`src/rtl/core/pfc_pkg.sv`:
```
package pfc_pkg;

	// Default table shape
	localparam int ROWS_DEF = 3;
	localparam int COLS_DEF = 11;

	// Symbol and table storage
	localparam int SYM_W          = 8;
	localparam int CELLS_PER_WORD = 8;
	localparam int NUM_WORDS      = 5;
	localparam int WORD_W         = SYM_W * CELLS_PER_WORD;

	// Configuration port
	localparam int APB_DATA_W = 64;
	localparam int APB_ADDR_W = $clog2(8 * NUM_WORDS);
	localparam int REG_IDX_W  = APB_ADDR_W - 3;

	// Register indexes
	localparam logic [REG_IDX_W-1:0] REG_TABLE_WORD_0 = REG_IDX_W'(0);
	localparam logic [REG_IDX_W-1:0] REG_TABLE_WORD_4 = REG_IDX_W'(4);

	// Operation codes
	localparam logic CMD_ENCRYPT = 1'b0;
	localparam logic CMD_DECRYPT = 1'b1;

endpackage

```
`src/rtl/core/playfair_digraph_cipher_core.sv`:
```
// Playfair digraph cipher on a ROWS x COLS table of byte symbols, loaded through
// five 64-bit APB registers (cells row-major, eight per register, cell 0 in the
// low byte). Each item carries two symbols and the operation in tuser (0 encrypt,
// 1 decrypt); each result carries the two transformed symbols and a not-found
// flag in tuser, with both symbols zero when either input symbol is missing from
// the table. The datapath is a four-stage pipeline (cell compare, position
// encode, shift and cell select, output read), so one item is taken per cycle
// while the output is not stalled. The table must only be written while no
// items are in flight.
module playfair_digraph_cipher_core #(
	parameter int ROWS = pfc_pkg::ROWS_DEF,
	parameter int COLS = pfc_pkg::COLS_DEF
) (
	input  logic                             clk,
	input  logic                             arst_n,
	// APB configuration port
	input  logic                             psel,
	input  logic                             penable,
	input  logic                             pwrite,
	input  logic [pfc_pkg::APB_ADDR_W-1:0]   paddr,
	input  logic [pfc_pkg::APB_DATA_W-1:0]   pwdata,
	output logic [pfc_pkg::APB_DATA_W-1:0]   prdata,
	output logic                             pready,
	// Input items
	input  logic                             s_tvalid,
	output logic                             s_tready,
	input  logic [15:0]                      s_tdata,  // second_symbol, first_symbol
	input  logic [0:0]                       s_tuser,  // cmd
	// Result items
	output logic                             m_tvalid,
	input  logic                             m_tready,
	output logic [15:0]                      m_tdata,  // out_second, out_first
	output logic [0:0]                       m_tuser   // not_found
);
	import pfc_pkg::*;

	localparam int NUM_CELLS = ROWS * COLS;
	localparam int ROW_W     = $clog2(ROWS);
	localparam int COL_W     = $clog2(COLS);
	localparam logic [ROW_W-1:0] ROW_LAST = ROW_W'(ROWS - 1);
	localparam logic [COL_W-1:0] COL_LAST = COL_W'(COLS - 1);

	// Table registers
	logic [WORD_W-1:0]    table_q [NUM_WORDS];
	logic [SYM_W-1:0]     key_sym [NUM_CELLS];
	logic [REG_IDX_W-1:0] reg_idx;
	logic                 cfg_wr;

	assign pready  = 1'b1;
	assign reg_idx = paddr[APB_ADDR_W-1:3];
	assign cfg_wr  = psel && penable && pwrite;

	always_ff @(posedge clk or negedge arst_n) begin
		if (!arst_n) begin
			for (int w = 0; w < NUM_WORDS; w++) table_q[w] <= '0;
		end else if (cfg_wr && reg_idx <= REG_TABLE_WORD_4) begin
			table_q[reg_idx] <= pwdata;
		end
	end

	// Register readback, zero beyond the list
	always_comb begin
		prdata = '0;
		if (reg_idx >= REG_TABLE_WORD_0 && reg_idx <= REG_TABLE_WORD_4) prdata = table_q[reg_idx];
	end

	// Cell view of the table
	for (genvar g = 0; g < NUM_CELLS; g++) begin : g_cell
		localparam int WD = g / CELLS_PER_WORD;
		localparam int BT = g % CELLS_PER_WORD;
		assign key_sym[g] = table_q[WD][BT*SYM_W +: SYM_W];
	end

	// Stage handshake: a stage advances when it is empty or the next one advances
	logic v_s1, v_s2, v_s3, v_s4;
	logic rdy1, rdy2, rdy3, rdy4;

	assign rdy4     = !v_s4 || m_tready;
	assign rdy3     = !v_s3 || rdy4;
	assign rdy2     = !v_s2 || rdy3;
	assign rdy1     = !v_s1 || rdy2;
	assign s_tready = rdy1;

	always_ff @(posedge clk or negedge arst_n) begin
		if (!arst_n) begin
			v_s1 <= 1'b0;
			v_s2 <= 1'b0;
			v_s3 <= 1'b0;
			v_s4 <= 1'b0;
		end else begin
			if (rdy1) v_s1 <= s_tvalid;
			if (rdy2) v_s2 <= v_s1;
			if (rdy3) v_s3 <= v_s2;
			if (rdy4) v_s4 <= v_s3;
		end
	end

	// Stage 1: compare both symbols against every cell
	logic [NUM_CELLS-1:0] match1_s1, match2_s1;
	logic                 cmd_s1;

	always_ff @(posedge clk) begin
		if (rdy1) begin
			for (int c = 0; c < NUM_CELLS; c++) begin
				match1_s1[c] <= (key_sym[c] == s_tdata[SYM_W-1:0]);
				match2_s1[c] <= (key_sym[c] == s_tdata[2*SYM_W-1:SYM_W]);
			end
			cmd_s1 <= s_tuser[0];
		end
	end

	// Stage 2: encode matches to row and column
	logic             f1, f2;
	logic [ROW_W-1:0] r1, r2;
	logic [COL_W-1:0] c1, c2;
	logic             f1_s2, f2_s2, cmd_s2;
	logic [ROW_W-1:0] r1_s2, r2_s2;
	logic [COL_W-1:0] c1_s2, c2_s2;

	pfc_locate #(.ROWS(ROWS), .COLS(COLS)) u_loc1 (
		.match(match1_s1), .found(f1), .row(r1), .col(c1)
	);

	pfc_locate #(.ROWS(ROWS), .COLS(COLS)) u_loc2 (
		.match(match2_s1), .found(f2), .row(r2), .col(c2)
	);

	always_ff @(posedge clk) begin
		if (rdy2) begin
			f1_s2  <= f1;
			f2_s2  <= f2;
			r1_s2  <= r1;
			r2_s2  <= r2;
			c1_s2  <= c1;
			c2_s2  <= c2;
			cmd_s2 <= cmd_s1;
		end
	end

	// Stage 3: apply the digraph rule and decode target cells
	logic [ROW_W-1:0]     nr1, nr2;
	logic [COL_W-1:0]     nc1, nc2;
	logic [NUM_CELLS-1:0] sel1, sel2;
	logic [NUM_CELLS-1:0] sel1_s3, sel2_s3;
	logic                 nf_s3;

	always_comb begin
		nr1 = r1_s2;
		nr2 = r2_s2;
		nc1 = c1_s2;
		nc2 = c2_s2;
		if (r1_s2 == r2_s2) begin
			// same row: shift columns with wrap
			if (cmd_s2 == CMD_DECRYPT) begin
				nc1 = (c1_s2 == '0) ? COL_LAST : c1_s2 - COL_W'(1);
				nc2 = (c2_s2 == '0) ? COL_LAST : c2_s2 - COL_W'(1);
			end else begin
				nc1 = (c1_s2 == COL_LAST) ? '0 : c1_s2 + COL_W'(1);
				nc2 = (c2_s2 == COL_LAST) ? '0 : c2_s2 + COL_W'(1);
			end
		end else if (c1_s2 == c2_s2) begin
			// same column: shift rows with wrap
			if (cmd_s2 == CMD_DECRYPT) begin
				nr1 = (r1_s2 == '0) ? ROW_LAST : r1_s2 - ROW_W'(1);
				nr2 = (r2_s2 == '0) ? ROW_LAST : r2_s2 - ROW_W'(1);
			end else begin
				nr1 = (r1_s2 == ROW_LAST) ? '0 : r1_s2 + ROW_W'(1);
				nr2 = (r2_s2 == ROW_LAST) ? '0 : r2_s2 + ROW_W'(1);
			end
		end else begin
			// rectangle: swap rows
			nr1 = r2_s2;
			nr2 = r1_s2;
		end
		for (int r = 0; r < ROWS; r++) begin
			for (int c = 0; c < COLS; c++) begin
				sel1[r*COLS+c] = (nr1 == ROW_W'(r)) && (nc1 == COL_W'(c));
				sel2[r*COLS+c] = (nr2 == ROW_W'(r)) && (nc2 == COL_W'(c));
			end
		end
	end

	always_ff @(posedge clk) begin
		if (rdy3) begin
			sel1_s3 <= sel1;
			sel2_s3 <= sel2;
			nf_s3   <= !(f1_s2 && f2_s2);
		end
	end

	// Stage 4: read selected cells into the output register
	logic [SYM_W-1:0] rd1, rd2;
	logic [SYM_W-1:0] out1_s4, out2_s4;
	logic             nf_s4;

	always_comb begin
		rd1 = '0;
		rd2 = '0;
		for (int c = 0; c < NUM_CELLS; c++) begin
			rd1 = rd1 | (sel1_s3[c] ? key_sym[c] : '0);
			rd2 = rd2 | (sel2_s3[c] ? key_sym[c] : '0);
		end
	end

	always_ff @(posedge clk) begin
		if (rdy4) begin
			out1_s4 <= nf_s3 ? '0 : rd1;
			out2_s4 <= nf_s3 ? '0 : rd2;
			nf_s4   <= nf_s3;
		end
	end

	assign m_tvalid = v_s4;
	assign m_tdata  = {out2_s4, out1_s4};
	assign m_tuser  = nf_s4;

endmodule

```
`src/rtl/core/pfc_locate.sv`:
```
// Resolves a cell match vector to the row and column of the highest matching cell.
module pfc_locate #(
	parameter int ROWS = pfc_pkg::ROWS_DEF,
	parameter int COLS = pfc_pkg::COLS_DEF
) (
	input  logic [ROWS*COLS-1:0]     match,
	output logic                     found,
	output logic [$clog2(ROWS)-1:0]  row,
	output logic [$clog2(COLS)-1:0]  col
);
	import pfc_pkg::*;

	localparam int ROW_W = $clog2(ROWS);
	localparam int COL_W = $clog2(COLS);

	// Later cells override earlier ones: highest-numbered match wins
	always_comb begin
		found = |match;
		row   = '0;
		col   = '0;
		for (int r = 0; r < ROWS; r++) begin
			for (int c = 0; c < COLS; c++) begin
				if (match[r*COLS+c]) begin
					row = ROW_W'(r);
					col = COL_W'(c);
				end
			end
		end
	end

endmodule

```
`config.mk`:
```
export PLATFORM = sky130hd
export DESIGN_NAME = playfair_digraph_cipher_core
export DESIGN_NICKNAME = d
export VERILOG_FILES = /design/src/rtl/core/pfc_pkg.sv /design/src/rtl/core/playfair_digraph_cipher_core.sv /design/src/rtl/core/pfc_locate.sv
export SDC_FILE = /design/constraint.sdc
export NUM_CORES = 1
export LEC_CHECK = 0
export BUFFER_PORTS_ARGS = -buffer_cell sky130_fd_sc_hd__buf_2
export CAP_MARGIN = 20
export CORE_MARGIN = 3
export CORE_UTILIZATION = 40
export DETAILED_ROUTE_END_ITERATION = 7
export GPL_TIMING_DRIVEN = 0
export MAX_ROUTING_LAYER = met4
export PLACE_DENSITY_LB_ADDON = 0.15
export SLEW_MARGIN = 20
export SYNTH_ARGS = -nofsm -noshare
export SYNTH_HDL_FRONTEND = slang
export SYNTH_SLANG_ARGS = --single-unit
```
`constraint.sdc`:
```
create_clock -name clk -period 5.2 [get_ports clk]
set_input_delay 1.3 -clock clk [delete_from_list [all_inputs] [get_ports clk]]
set_output_delay 1.3 -clock clk [all_outputs]
set_load 0.005 [all_outputs]
```
==> After elaboration in Yosys (flattened, before gate mapping) <==
Cells that the tools add are included.
{ "word_totals": {"regBits": 490, "latch_bits": 0, "ramBits": 0, "rom_bits": 0, "in_bits": 94, "out_inout_bits": 84, "word_cells": 470, "mem_count": 0} }
{ "classes": {"n_addsub": 8, "multipliers": 0, "n_div": 0, "order_cmp": 4, "n_eq_ne": 96, "shifts": 0, "mux": 175, "bitwise_logic": 65, "n_reduce_logical": 95} }
{ "ops": {"columns": ["operator", "count"], "rows": [
  ["equality test 8 bit", 66],
  ["2-to-1 mux 8 bit", 66],
  ["OR 8 bit", 64],
  ["bitwise mux 320 bit", 1],
  ["2-to-1 mux 4 bit", 64],
  ["2-to-1 mux 64 bit", 4],
  ["binary-select mux 64 bit (select 3 bit)", 1],
  ["demux 64 bit (select 3 bit)", 1],
  ["logical AND 1 bit", 72],
  ["OR reduction 33 bit", 2],
  ["equality test 4 x 3 -> 1 bit (second input constant)", 8],
  ["equality test 4 bit (second input constant)", 8],
  ["2-to-1 mux 2 bit", 14],
  ["2-to-1 mux 1 bit", 24],
  ["OR reduction 11 bit", 2],
  ["equality test 4 x 2 -> 1 bit (second input constant)", 4],
  ["zero test 4 bit", 4],
  ["adder 4 x 1 -> 4 bit (second input constant)", 2],
  ["equality test 2 bit (second input constant)", 4],
  ["equality test 4 x 1 -> 1 bit (second input constant)", 2],
  ["zero test 2 bit", 4],
  ["subtractor 4 x 1 -> 4 bit (second input constant)", 2],
  ["OR reduction 3 bit", 2],
  ["zero test 1 bit", 5],
  ["other kinds (11)", 17]
]} }

==> Depth between registers and ports, before layout <==
Gate-level depths: netlist of the first run.
{ "depth": {"word_depth": 33, "ltp_mapped": 10, "depth_no_buf": 8} }

==> By module <==
Synthesis of the first run repeated with hierarchy kept, for this count alone.
{ "hier_totals": {"hier_cells": 2910, "hier_area_um2": 30997.2} }
{ "by_module_without_submodules": {"columns": ["mod", "instances", "cells_each", "area_per_inst_um2", "seq_area_each_um2"], "rows": [
  ["playfair_digraph_cipher_core", 1, 2780, 30251.5, 13092.6],
  ["pfc_locate", 2, 65, 372.9, 0.0]
]} }

==> Least setup slack after synthesis of the first run <==
OpenSTA, ideal clock, no wires.
{ "synth_path": {"path_type": "input to output", "startpoint": "input m_tready", "endpoint": "output s_tready", "t_arrival_ns": 3.461, "required_time_ns": 3.900, "slack_ns": 0.439, "path_stages": 2, "path_buffers": 0, "path_cell_list": "nor2b_1 nand4_1"} }
{ "synth_between": {"elab_chain_cells": 4} }
{ "synth_rtl": {"columns": ["element", "line", "text"], "rows": [
  ["start: declaration", "playfair_digraph_cipher_core.sv:31", "input logic m_tready,"],
  ["logical OR 1 bit", "playfair_digraph_cipher_core.sv:78", "assign rdy4 = !v_s4 || m_tready;"],
  ["logical OR 1 bit", "playfair_digraph_cipher_core.sv:79", "assign rdy3 = !v_s3 || rdy4;"],
  ["logical OR 1 bit", "playfair_digraph_cipher_core.sv:80", "assign rdy2 = !v_s2 || rdy3;"],
  ["logical OR 1 bit", "playfair_digraph_cipher_core.sv:81", "assign rdy1 = !v_s1 || rdy2;"],
  ["end: declaration", "playfair_digraph_cipher_core.sv:26", "output logic s_tready,"]
]} }
Every way passes these cells.

==> Worst setup path in the final report of the first run <==
{ "layout_path": {"startpoint": "input paddr[5] in the netlist's numbering", "endpoint": "output prdata[25] in the netlist's numbering"} }
{ "layout_between": {"elab_chain_cells": 5, "elab_cells_between_ends": 8, "classes_between": "2 x order compare; 4 x mux; 1 x bitwise; 1 x reduce/logical"} }
{ "layout_rtl": {"columns": ["element", "line", "text"], "rows": [
  ["start: declaration", "playfair_digraph_cipher_core.sv:20", "input logic [pfc_pkg::APB_ADDR_W-1:0] paddr,"],
  ["NOT 3 -> 4 bit (implied by the code)", "playfair_digraph_cipher_core.sv:64", "if (reg_idx >= REG_TABLE_WORD_0 && reg_idx <= REG_TABLE_WORD_4) prdata = table_q[reg_idx];"],
  ["binary-select mux 64 bit (select 3 bit)", "playfair_digraph_cipher_core.sv:64", null],
  ["2-to-1 mux 64 bit (implied by the code) (2 in series)", "playfair_digraph_cipher_core.sv:64", null],
  ["2-to-1 mux 64 bit *", "playfair_digraph_cipher_core.sv:64", null],
  ["end: declaration", "playfair_digraph_cipher_core.sv:22", "output logic [pfc_pkg::APB_DATA_W-1:0] prdata,"]
]} }
Every way passes the cells marked *; elsewhere a longest branch is shown, timed or not. The select of a mux whose other input is x is not followed.

==> reports/qor.log, run 1 <==
qor: logic_synthesis.synth_top_cells_by_area sky130_fd_sc_hd__dfrtp_1 (26%), sky130_fd_sc_hd__edfxtp_1 (16%), sky130_fd_sc_hd__xnor2_1 (15%)
qor: sta.maxClockFrequency 188 MHz
qor: placement.postPlaceCellArea 33100 um2
qor: worst_setup_path.critical_path_endpoint_category output pin
qor: sta.clock-skew-final 22.6 ps
qor: clocking.worst_skew_pair_later_pin_latency 650 ps
qor: min_path.hold_path_depth 0
qor: placement.port-buffer-count 154
qor: logic_synthesis.synth-seq-cells 490
qor: power_and_ir_drop.total_leakage_power 13.2 nW
qor: detailed_routing.route.vias.total 29561
qor: clocking.cts_tree built
qor: sta.fin_crit_sh 1.02
qor: job.drv_cap 0
qor: run_status.violations_in_the_final_reports setup timing
qor: clocking.clkTransAtPathRegs 60 ps
qor: worst_setup_path.cp.required 3900 ps
qor: floorplan.design.portCount 178
qor: sta.timing_hold_violations_final 0
qor: global_routing.number_of_antenna_violations_at_the_first_check_in_global_routing 23
qor: floorplan.start_util 0.409
qor: global_routing.aggregate_global_routing_overflow 0
qor: logic_synthesis.synth.yosys.seq_area_share 0.426
qor: clocking.cts_root_buffer_type sky130_fd_sc_hd__clkbuf_16
qor: sta.fin_crit 5320 ps
qor: power_and_ir_drop.vdd_ir_drop_max 0.000264 V
qor: global_routing.grt.total_usage 0.502
qor: detailed_routing.route.detailed.vias_per_inst 7.00
qor: clocking.cts.path.max_buffers 3
qor: logic_synthesis.post_synth_instance_area 30700 um2
qor: min_path.hold_class reg2reg
qor: worst_setup_path.r2r_worst_path_depth 5
qor: worst_setup_path.critPathArrivalTime 4020 ps
qor: clocking.cts_htree_levels 2
qor: floorplan.die_h 283 um
qor: sta.timing_max_transition_violations_final 0
qor: detailed_routing.drt-initial-drc-count 4960
qor: floorplan.die_area 80200 um2
qor: sta.minimum_setup_slack_in_the_final_design -121 ps
qor: logic_synthesis.yosys_most_used_dff sky130_fd_sc_hd__dfrtp_1
qor: detailed_routing.detail_route.first_pass.iterations 8
qor: floorplan.die_x 283 um
qor: global_routing.global_route_wire_length_before_repair 261000 um
qor: logic_synthesis.syn-mean-instance-area 10.6 um2
qor: worst_setup_path.timing_worst_setup_path_type in2out
qor: logic_synthesis.synth.yosys.warnings 0
qor: final_layout.area_growth 14.3%
qor: logic_synthesis.ys_async_sr_fraction 0.661
qor: power_and_ir_drop.power_density 461 nW/um2
qor: worst_setup_path.critical_path.startpoint_type primary input
qor: detailed_routing.detail_route.wl_per_cell 47.9 um
qor: global_routing.number_of_global_route_vias_before_repair 27956
qor: logic_synthesis.synthDominantAreaCellType sky130_fd_sc_hd__dfrtp_1
qor: detailed_routing.antenna_left 0
qor: clocking.postCtsSetupRepairBufs 0
qor: placement.gp_congestion 1.13
qor: final_layout.post-route-cell-area 35100 um2
qor: logic_synthesis.mappedNetlistNets 3008
qor: sta.setup_viol 7
qor: global_routing.pin_count_of_the_biggest_net_entering_global_routing 105
qor: floorplan.coreArea 75200 um2
qor: sta.rsz0062_at_grt no
qor: logic_synthesis.share_of_the_synthesized_area_in_the_top_cell_type 0.264
qor: final_layout.final_layout_net_count 3242
qor: logic_synthesis.synth_enable_flop_cells 166
qor: detailed_routing.routed_wirelength 202000 um
qor: clocking.cts.sinks 490
qor: final_layout.proportion_of_layout_cells_with_a_drive_suffix_above_1 0.234
qor: worst_setup_path.worst-path-max-fanout 10
qor: logic_synthesis.synthesis.instances 2898
qor: logic_synthesis.synth_cell_type_count 72
qor: run_status.outcome finished, violations left
qor: clocking.number_of_buffers_created_by_cts 54
qor: placement.dp_slack -836 ps
qor: placement.detailedPlacementHpwl 150000 um
qor: detailed_routing.drc_errors 0
qor: sta.worst_slew_margin_rel 0.0664
qor: sta.tightestPinTransition 1400 ps
qor: floorplan.core.rowCount 100
[what timing repair did]
item | CTS | global route
setup endpoints to repair | 46 | 16
hold buffers | 0 | 0
resized for setup | 16 | 19
[per-stage QoR]
step	hold WS (ps)	TNS, ps	std cells	utilization	total power (W)
3_3_place_gp	425	-1064600	4072	0.436	0.0117
2_1_floorplan	400	0	2898	-	0.00877
5_1_grt	441	0	4214	0.467	0.0164
3_5_place_dp	422	-18460	4090	0.440	0.0118
4_1_cts	435	-70.9	4187	0.465	0.0157
6_report	431	-257	4221	0.467	0.0162
[worst paths after layout]
| kind | endpoint | slack, ps | startpoint |
|---|---|---|---|
| max | prdata[25] | -120 | paddr[5] |
| min | cmd_s2 | 430 | cmd_s1 |
| max reg2reg | out1_s4[7] | 1800 | sel1_s3[22] |
| min reg2reg | cmd_s2 | 430 | cmd_s1 |
| max in group asynchronous | key_sym[173] | 3360 | arst_n |
| min in group asynchronous | v_s2 | 550 | arst_n |
[critical path, stage by stage]
cell and delay [ps]:
sky130_fd_sc_hd__clkbuf_1 430, sky130_fd_sc_hd__clkbuf_4 520, sky130_fd_sc_hd__clkbuf_2 460, sky130_fd_sc_hd__clkdlybuf4s15_2 660, sky130_fd_sc_hd__o22ai_1 370, sky130_fd_sc_hd__buf_2 270
[sequential cells by signal (all words and copies together), names as in the netlist, 2 cells and up]
| signal | count |
|---|---|
| c1_s2 | 4 |
| c2_s2 | 4 |
| key_sym | 264 |
| match1_s1 | 33 |
| match2_s1 | 33 |
| out1_s4 | 8 |
| out2_s4 | 8 |
| r1_s2 | 2 |
| r2_s2 | 2 |
| sel1_s3 | 33 |
| sel2_s3 | 33 |
| table_q | 56 |
[layout by cell type, fill, tap and decap left out, drive strengths merged, types with 21 or more instances in the layout]
master    n
nor3     26
nand2    21
clkbuf  347
inv      27
xnor2   529
dfrtp   324
nor4     28
o22ai    67
a21oi    58
nand4   150
a22oi   268
diode    27
a22o     32
mux2i    42
edfxtp  166
nand3    66
a221oi   34
nor2    187
buf     269
mux2    365
[cell type report]
cell class	count	area, um2
fillers	6995	40100
multi-input cells	2024	16200
flip-flops and latches	490	13100
clock buffers	80	1560
plain buffers	361	1530
well taps	1020	1280
repair buffers	179	1130
clock inverters	18	229
inverters	22	82.6
diodes	27	67.6
[report_power, final]
group          internal [W]  switching (W)  total (W)  leakage [nW]
combinational       0.00213        0.00423    0.00636          6.36
clock               0.00220        0.00172    0.00392         0.872
sequential          0.00475        0.00116    0.00591          5.96
[routing by layer]
metal	part of all wire	track usage	up-vias	routed length (um)
met4	0.097	0.380	0	19600
met5	0	-	-	0
met2	0.41	0.703	2685	83500
met1	0.36	0.574	14989	73000
met3	0.13	0.201	777	25900
li1	-	-	11110	-
[cells in the mapped netlist, drive strengths merged, types with 3 or more instances]
master and instances:
or2 4, nand3b 9, mux2 365, or4 3
a22o 32, mux2i 42, a311oi 3, a211oi 4
nor2 187, o31ai 10, a221oi 34, a21boi 4
dfrtp 324, nand2b 16, inv 22, nor2b 6
xnor2 529, o21ai 13, o311ai 4, ha 16
a222oi 16, nor4 28, a21oi 58, xor2 6
nand4 150, nand2 21, o22ai 67, nor3 26
nand3 66, a22oi 268, clkbuf 266, buf 96
edfxtp 166, a211o 3
[cells by family (layout without fill, tap and decap cells)]
group	Yosys count	after routing	synth area share
adders and majority gates	16	16	0.00652
muxes	407	407	0.147
other	1	28	0.000122
and+or+nand+nor	529	529	0.0897
buffers and inverters	384	660	0.0490
DFF	490	490	0.426
AOI/OAI and AO/OA	536	536	0.128
xor gates and xnor gates	535	535	0.153
No activity file was read; power rests on OpenSTA's default activity.
==> run 2: changes to the inputs <==
--- a/config.mk
+++ b/config.mk
@@ -13,7 +13,7 @@
 export GPL_TIMING_DRIVEN = 0
 export MAX_ROUTING_LAYER = met4
 export PLACE_DENSITY_LB_ADDON = 0.15
-export SLEW_MARGIN = 20
 export SYNTH_ARGS = -nofsm -noshare
 export SYNTH_HDL_FRONTEND = slang
+export SYNTH_HIERARCHICAL = 1
 export SYNTH_SLANG_ARGS = --single-unit
==> constraint.sdc (replaced) <==
create_clock -name clk -period 4.5 [get_ports clk]
set_input_delay 1.125 -clock clk [delete_from_list [all_inputs] [get_ports clk]]
set_output_delay 1.125 -clock clk [all_outputs]
set_load 0.005 [all_outputs]
==> reports/qor.log, run 2 <==
qor: worst_setup_path.critical_path_endpoint_category output pin
qor: global_routing.number_of_antenna_violations_at_the_first_check_in_global_routing 20 [-13%]
qor: logic_synthesis.synth_adder_area_share 0.00605 [-0.000462]
qor: sta.hold_slack 434 ps [+2.22 ps]
qor: clocking.number_of_buffers_created_by_cts 55 [+1.9%]
qor: global_routing.pin_count_of_the_biggest_net_entering_global_routing 128 [+22%]
qor: final_layout.fillers 7017 [+0.31%]
qor: detailed_routing.route.detailed.vias_per_inst 6.95 [-0.76%]
qor: detailed_routing.route.vias.total 29699 [+0.47%]
qor: sta.clock-skew-final 23.7 ps [+1.12 ps]
qor: power_and_ir_drop.vdd_ir_drop_max 0.000410 V [+55%]
qor: final_layout.area_growth 16.4%
qor: floorplan.start_util 0.406 [-0.00241]
qor: floorplan.die_area 80900 um2 [+0.88%]
qor: worst_setup_path.cp_slowest_stage_delay 390 ps [-270 ps]
qor: sta.timing_hold_violations_final 0 [unchanged]
qor: placement.gp_congestion 1.14 [+0.90%]
qor: logic_synthesis.ys_top_cells_by_count sky130_fd_sc_hd__xnor2_1 (529), sky130_fd_sc_hd__mux2_2 (372), sky130_fd_sc_hd__dfrtp_1 (324)
qor: clocking.postCtsSetupRepairBufs 0 [unchanged]
qor: logic_synthesis.synthSimpleGateAreaFrac 0.0935 [+0.00384]
qor: floorplan.core.rowCount 101 [+1.0%]
qor: logic_synthesis.yosys_most_used_dff sky130_fd_sc_hd__dfrtp_1
qor: final_layout.most-common-layout-cells sky130_fd_sc_hd__xnor2_1 (529), sky130_fd_sc_hd__mux2_2 (372), sky130_fd_sc_hd__dfrtp_1 (324), sky130_fd_sc_hd__a22oi_1 (319), sky130_fd_sc_hd__clkbuf_1 (270)
qor: clocking.postCtsHoldBufs 0 [unchanged]
qor: detailed_routing.routed.top_layer met4
qor: clocking.clkTransAtPathRegs 60 ps [about the same]
qor: logic_synthesis.largest_family_of_logic_cells_by_synthesized_area XOR/XNOR gates
qor: final_layout.layout_commonest_cell sky130_fd_sc_hd__xnor2_1
qor: power_and_ir_drop.total_leakage_power 13.2 nW [+0.13%]
qor: global_routing.grt.total_usage 0.489 [-0.0128]
qor: global_routing.global_route_wire_length_before_repair 259000 um [-1.0%]
qor: logic_synthesis.synth_enable_flop_cells 166 [unchanged]
qor: logic_synthesis.share_of_the_synthesized_area_in_the_top_cell_type 0.262 [-0.00237]
qor: sta.fin_setup_tns -45.1 ps [+212 ps]
qor: worst_setup_path.r2r_worst_path_depth 8 [+3]
qor: power_and_ir_drop.design_power_total 0.0193 W [+19%]
qor: placement.detailedPlacementHpwl 154000 um [+2.5%]
qor: worst_setup_path.worst-path-max-fanout 10 [unchanged]
qor: min_path.hold_class reg2reg
qor: logic_synthesis.synth-compound-area-share 0.132 [+0.00337]
qor: worst_setup_path.cp-startpoint paddr[4]
qor: floorplan.design.portCount 178 [unchanged]
qor: final_layout.final_layout_net_count 3292 [+1.5%]
qor: run_status.violations_in_the_final_reports capacitance limit, slew limit, setup timing
qor: logic_synthesis.synth.yosys.seq_area_share 0.422 [-0.00382]
qor: min_path.hold_path_depth 0 [unchanged]
qor: detailed_routing.m1WireLength 72700 um [-0.37%]
qor: logic_synthesis.synthesis.instances 2910 [+0.41%]
qor: worst_setup_path.timing_worst_setup_path_type in2out
qor: clocking.cts.sinks 490 [unchanged]
qor: logic_synthesis.synth-seq-cells 490 [unchanged]
qor: sta.setup_viol 1 [-6]
qor: clocking.cts_tree built
qor: placement.placed_cells_incl_taps 4152 [+1.5%]
qor: sta.worst_slew_margin_rel -0.0311 [-0.0975]
qor: power_and_ir_drop.power_density 535 nW/um2 [+16%]
qor: detailed_routing.met2_wire_length 83100 um [-0.49%]
qor: detailed_routing.detail_route.wl_per_cell 46.2 um [-3.4%]
qor: clocking.cts_root_buffer_type sky130_fd_sc_hd__clkbuf_16
qor: logic_synthesis.synth.yosys.warnings 6 [+6]
qor: clocking.worst_skew_pair_later_pin_latency 640 ps [about the same]
qor: sta.maxClockFrequency 220 MHz
qor: worst_setup_path.r2r_start c2_s2[0]
qor: worst_setup_path.cell_by_cell_trace_of_the_critical_path buf_2 -> clkbuf_2 -> buf_16 -> clkbuf_2 -> clkbuf_4 -> clkbuf_4 -> o22ai_1 -> buf_2
qor: min_path.launch_instance_of_the_worst_min_delay_path cmd_s1
qor: detailed_routing.drc_errors 0 [unchanged]
qor: floorplan.die_x 284 um [+0.44%]
qor: final_layout.largest_register_ff_count 264 [unchanged]
qor: detailed_routing.met3_wirelength 24300 um [-6.2%]
qor: worst_setup_path.critPathArrivalTime 3420 ps [-600 ps]
qor: logic_synthesis.synth.mux.area_fraction 0.147 [about the same]
qor: clocking.cts_resized 26 [+10]
qor: floorplan.coreArea 76300 um2 [+1.5%]
qor: sta.minimum_setup_slack_in_the_final_design -45.1 ps [+75.6 ps]
qor: run_status.outcome finished, violations left
qor: job.drv_cap 1 [+1]
qor: sta.tightestPinTransition 1510 ps [+107 ps]
qor: worst_setup_path.cp_slowest_cell sky130_fd_sc_hd__clkbuf_4
qor: logic_synthesis.ys_async_sr_fraction 0.661 [unchanged]
qor: logic_synthesis.post-synth-top-count-cell sky130_fd_sc_hd__xnor2_1
qor: floorplan.die_h 284 um [+0.44%]
qor: logic_synthesis.synth_xor_area_frac 0.151 [-0.00137]
qor: logic_synthesis.mappedNetlistNets 3019 [+0.37%]
qor: final_layout.instances_no_fill 4273 [+1.2%]
qor: logic_synthesis.synth_top_cells_by_area sky130_fd_sc_hd__dfrtp_1 (26%), sky130_fd_sc_hd__edfxtp_1 (16%), sky130_fd_sc_hd__xnor2_1 (15%)
qor: global_routing.aggregate_global_routing_overflow 0 [unchanged]
qor: sta.timing_max_transition_violations_final 2 [+2]
qor: detailed_routing.antenna_left 0 [unchanged]
qor: final_layout.final-seq-area 13100 um2 [unchanged]
qor: placement.port-buffer-count 157 [+1.9%]
qor: sta.fin_crit_sh 1.01
qor: logic_synthesis.synth_cell_type_count 65 [-9.7%]
qor: detailed_routing.detail_route.first_pass.iterations 6 [-2]
qor: detailed_routing.routed_wirelength 197000 um [-2.3%]
qor: final_layout.multiInputGateArea 16500 um2 [+2.0%]
qor: worst_setup_path.critical_path.startpoint_type primary input
qor: detailed_routing.drt-initial-drc-count 4611 [-7.0%]
qor: clocking.cts_htree_levels 2 [unchanged]
qor: logic_synthesis.synthDominantAreaCellType sky130_fd_sc_hd__dfrtp_1
qor: worst_setup_path.cp.required 3380 ps [-520 ps]
qor: sta.fin_crit 4550 ps
qor: final_layout.proportion_of_layout_cells_with_a_drive_suffix_above_1 0.231 [-0.00330]
qor: global_routing.number_of_global_route_vias_before_repair 28442 [+1.7%]
qor: logic_synthesis.post_synth_instance_area 31000 um2 [+0.90%]
qor: clocking.cts.path.max_buffers 3 [unchanged]
qor: logic_synthesis.syn-mean-instance-area 10.7 um2 [+0.49%]
## run 2: per-layer routing
layer,up-vias,GRT usage
met2,2508,0.699
li1,11376,-
met3,743,0.177
met1,15072,0.574
met5,-,-
met4,0,0.331
## run 2: cells by family after synthesis
group,after synthesis
AND/OR/NAND/NOR,518
multiplexers,409
buffers and inverters,383
adder cells (fa/ha/maj),15
AO/OA/AOI/OAI,559
flip-flops,490
XOR/XNOR,535
other,1
## run 2: critical path, delay by kind of cell
family	cells	cell delay, ps
AO/OA/AOI/OAI	1	250
buffers and inverters	7	2020
## run 2: worst paths after layout
| kind | to | slack (ps) |
|---|---|---|
| max | prdata[36] | -50 |
| min in group asynchronous | m_tvalid | 480 |
| max in group asynchronous | table_q[42] | 2850 |
| max reg2reg | sel2_s3[3] | 410 |
| min | cmd_s2 | 430 |
| min reg2reg | cmd_s2 | 430 |
## run 2: layout make-up
type / count / share of cell area
clock buffer: 72 / 0.0422
antenna: 15 / 0.00104
multi-input combinational: 2037 / 0.457
sequential: 490 / 0.363
inverter: 25 / 0.00260
buffer: 357 / 0.0393
clock inverter: 30 / 0.00985
timing repair buffer: 217 / 0.0496
tap: 1030 / 0.0357
## run 2: through the flow
step / setup WS [ps] / utilization / cell area (um2)
after floorplan: 89.0 / - / 31000
after global placement: -3590 / 0.433 / 33100
after detailed placement: -1340 / 0.446 / 34000
after CTS: 9.85 / 0.471 / 35900
after global routing: -0.624 / 0.473 / 36100
final: -45.1 / 0.473 / 36100
## run 2: report_power, final
part | total, W | switching (W) | internal (W)
sequential | 0.00702 | 0.00153 | 0.00549
combinational | 0.00753 | 0.00491 | 0.00262
clock | 0.00474 | 0.00199 | 0.00275
total | 0.0193 | 0.00844 | 0.0109
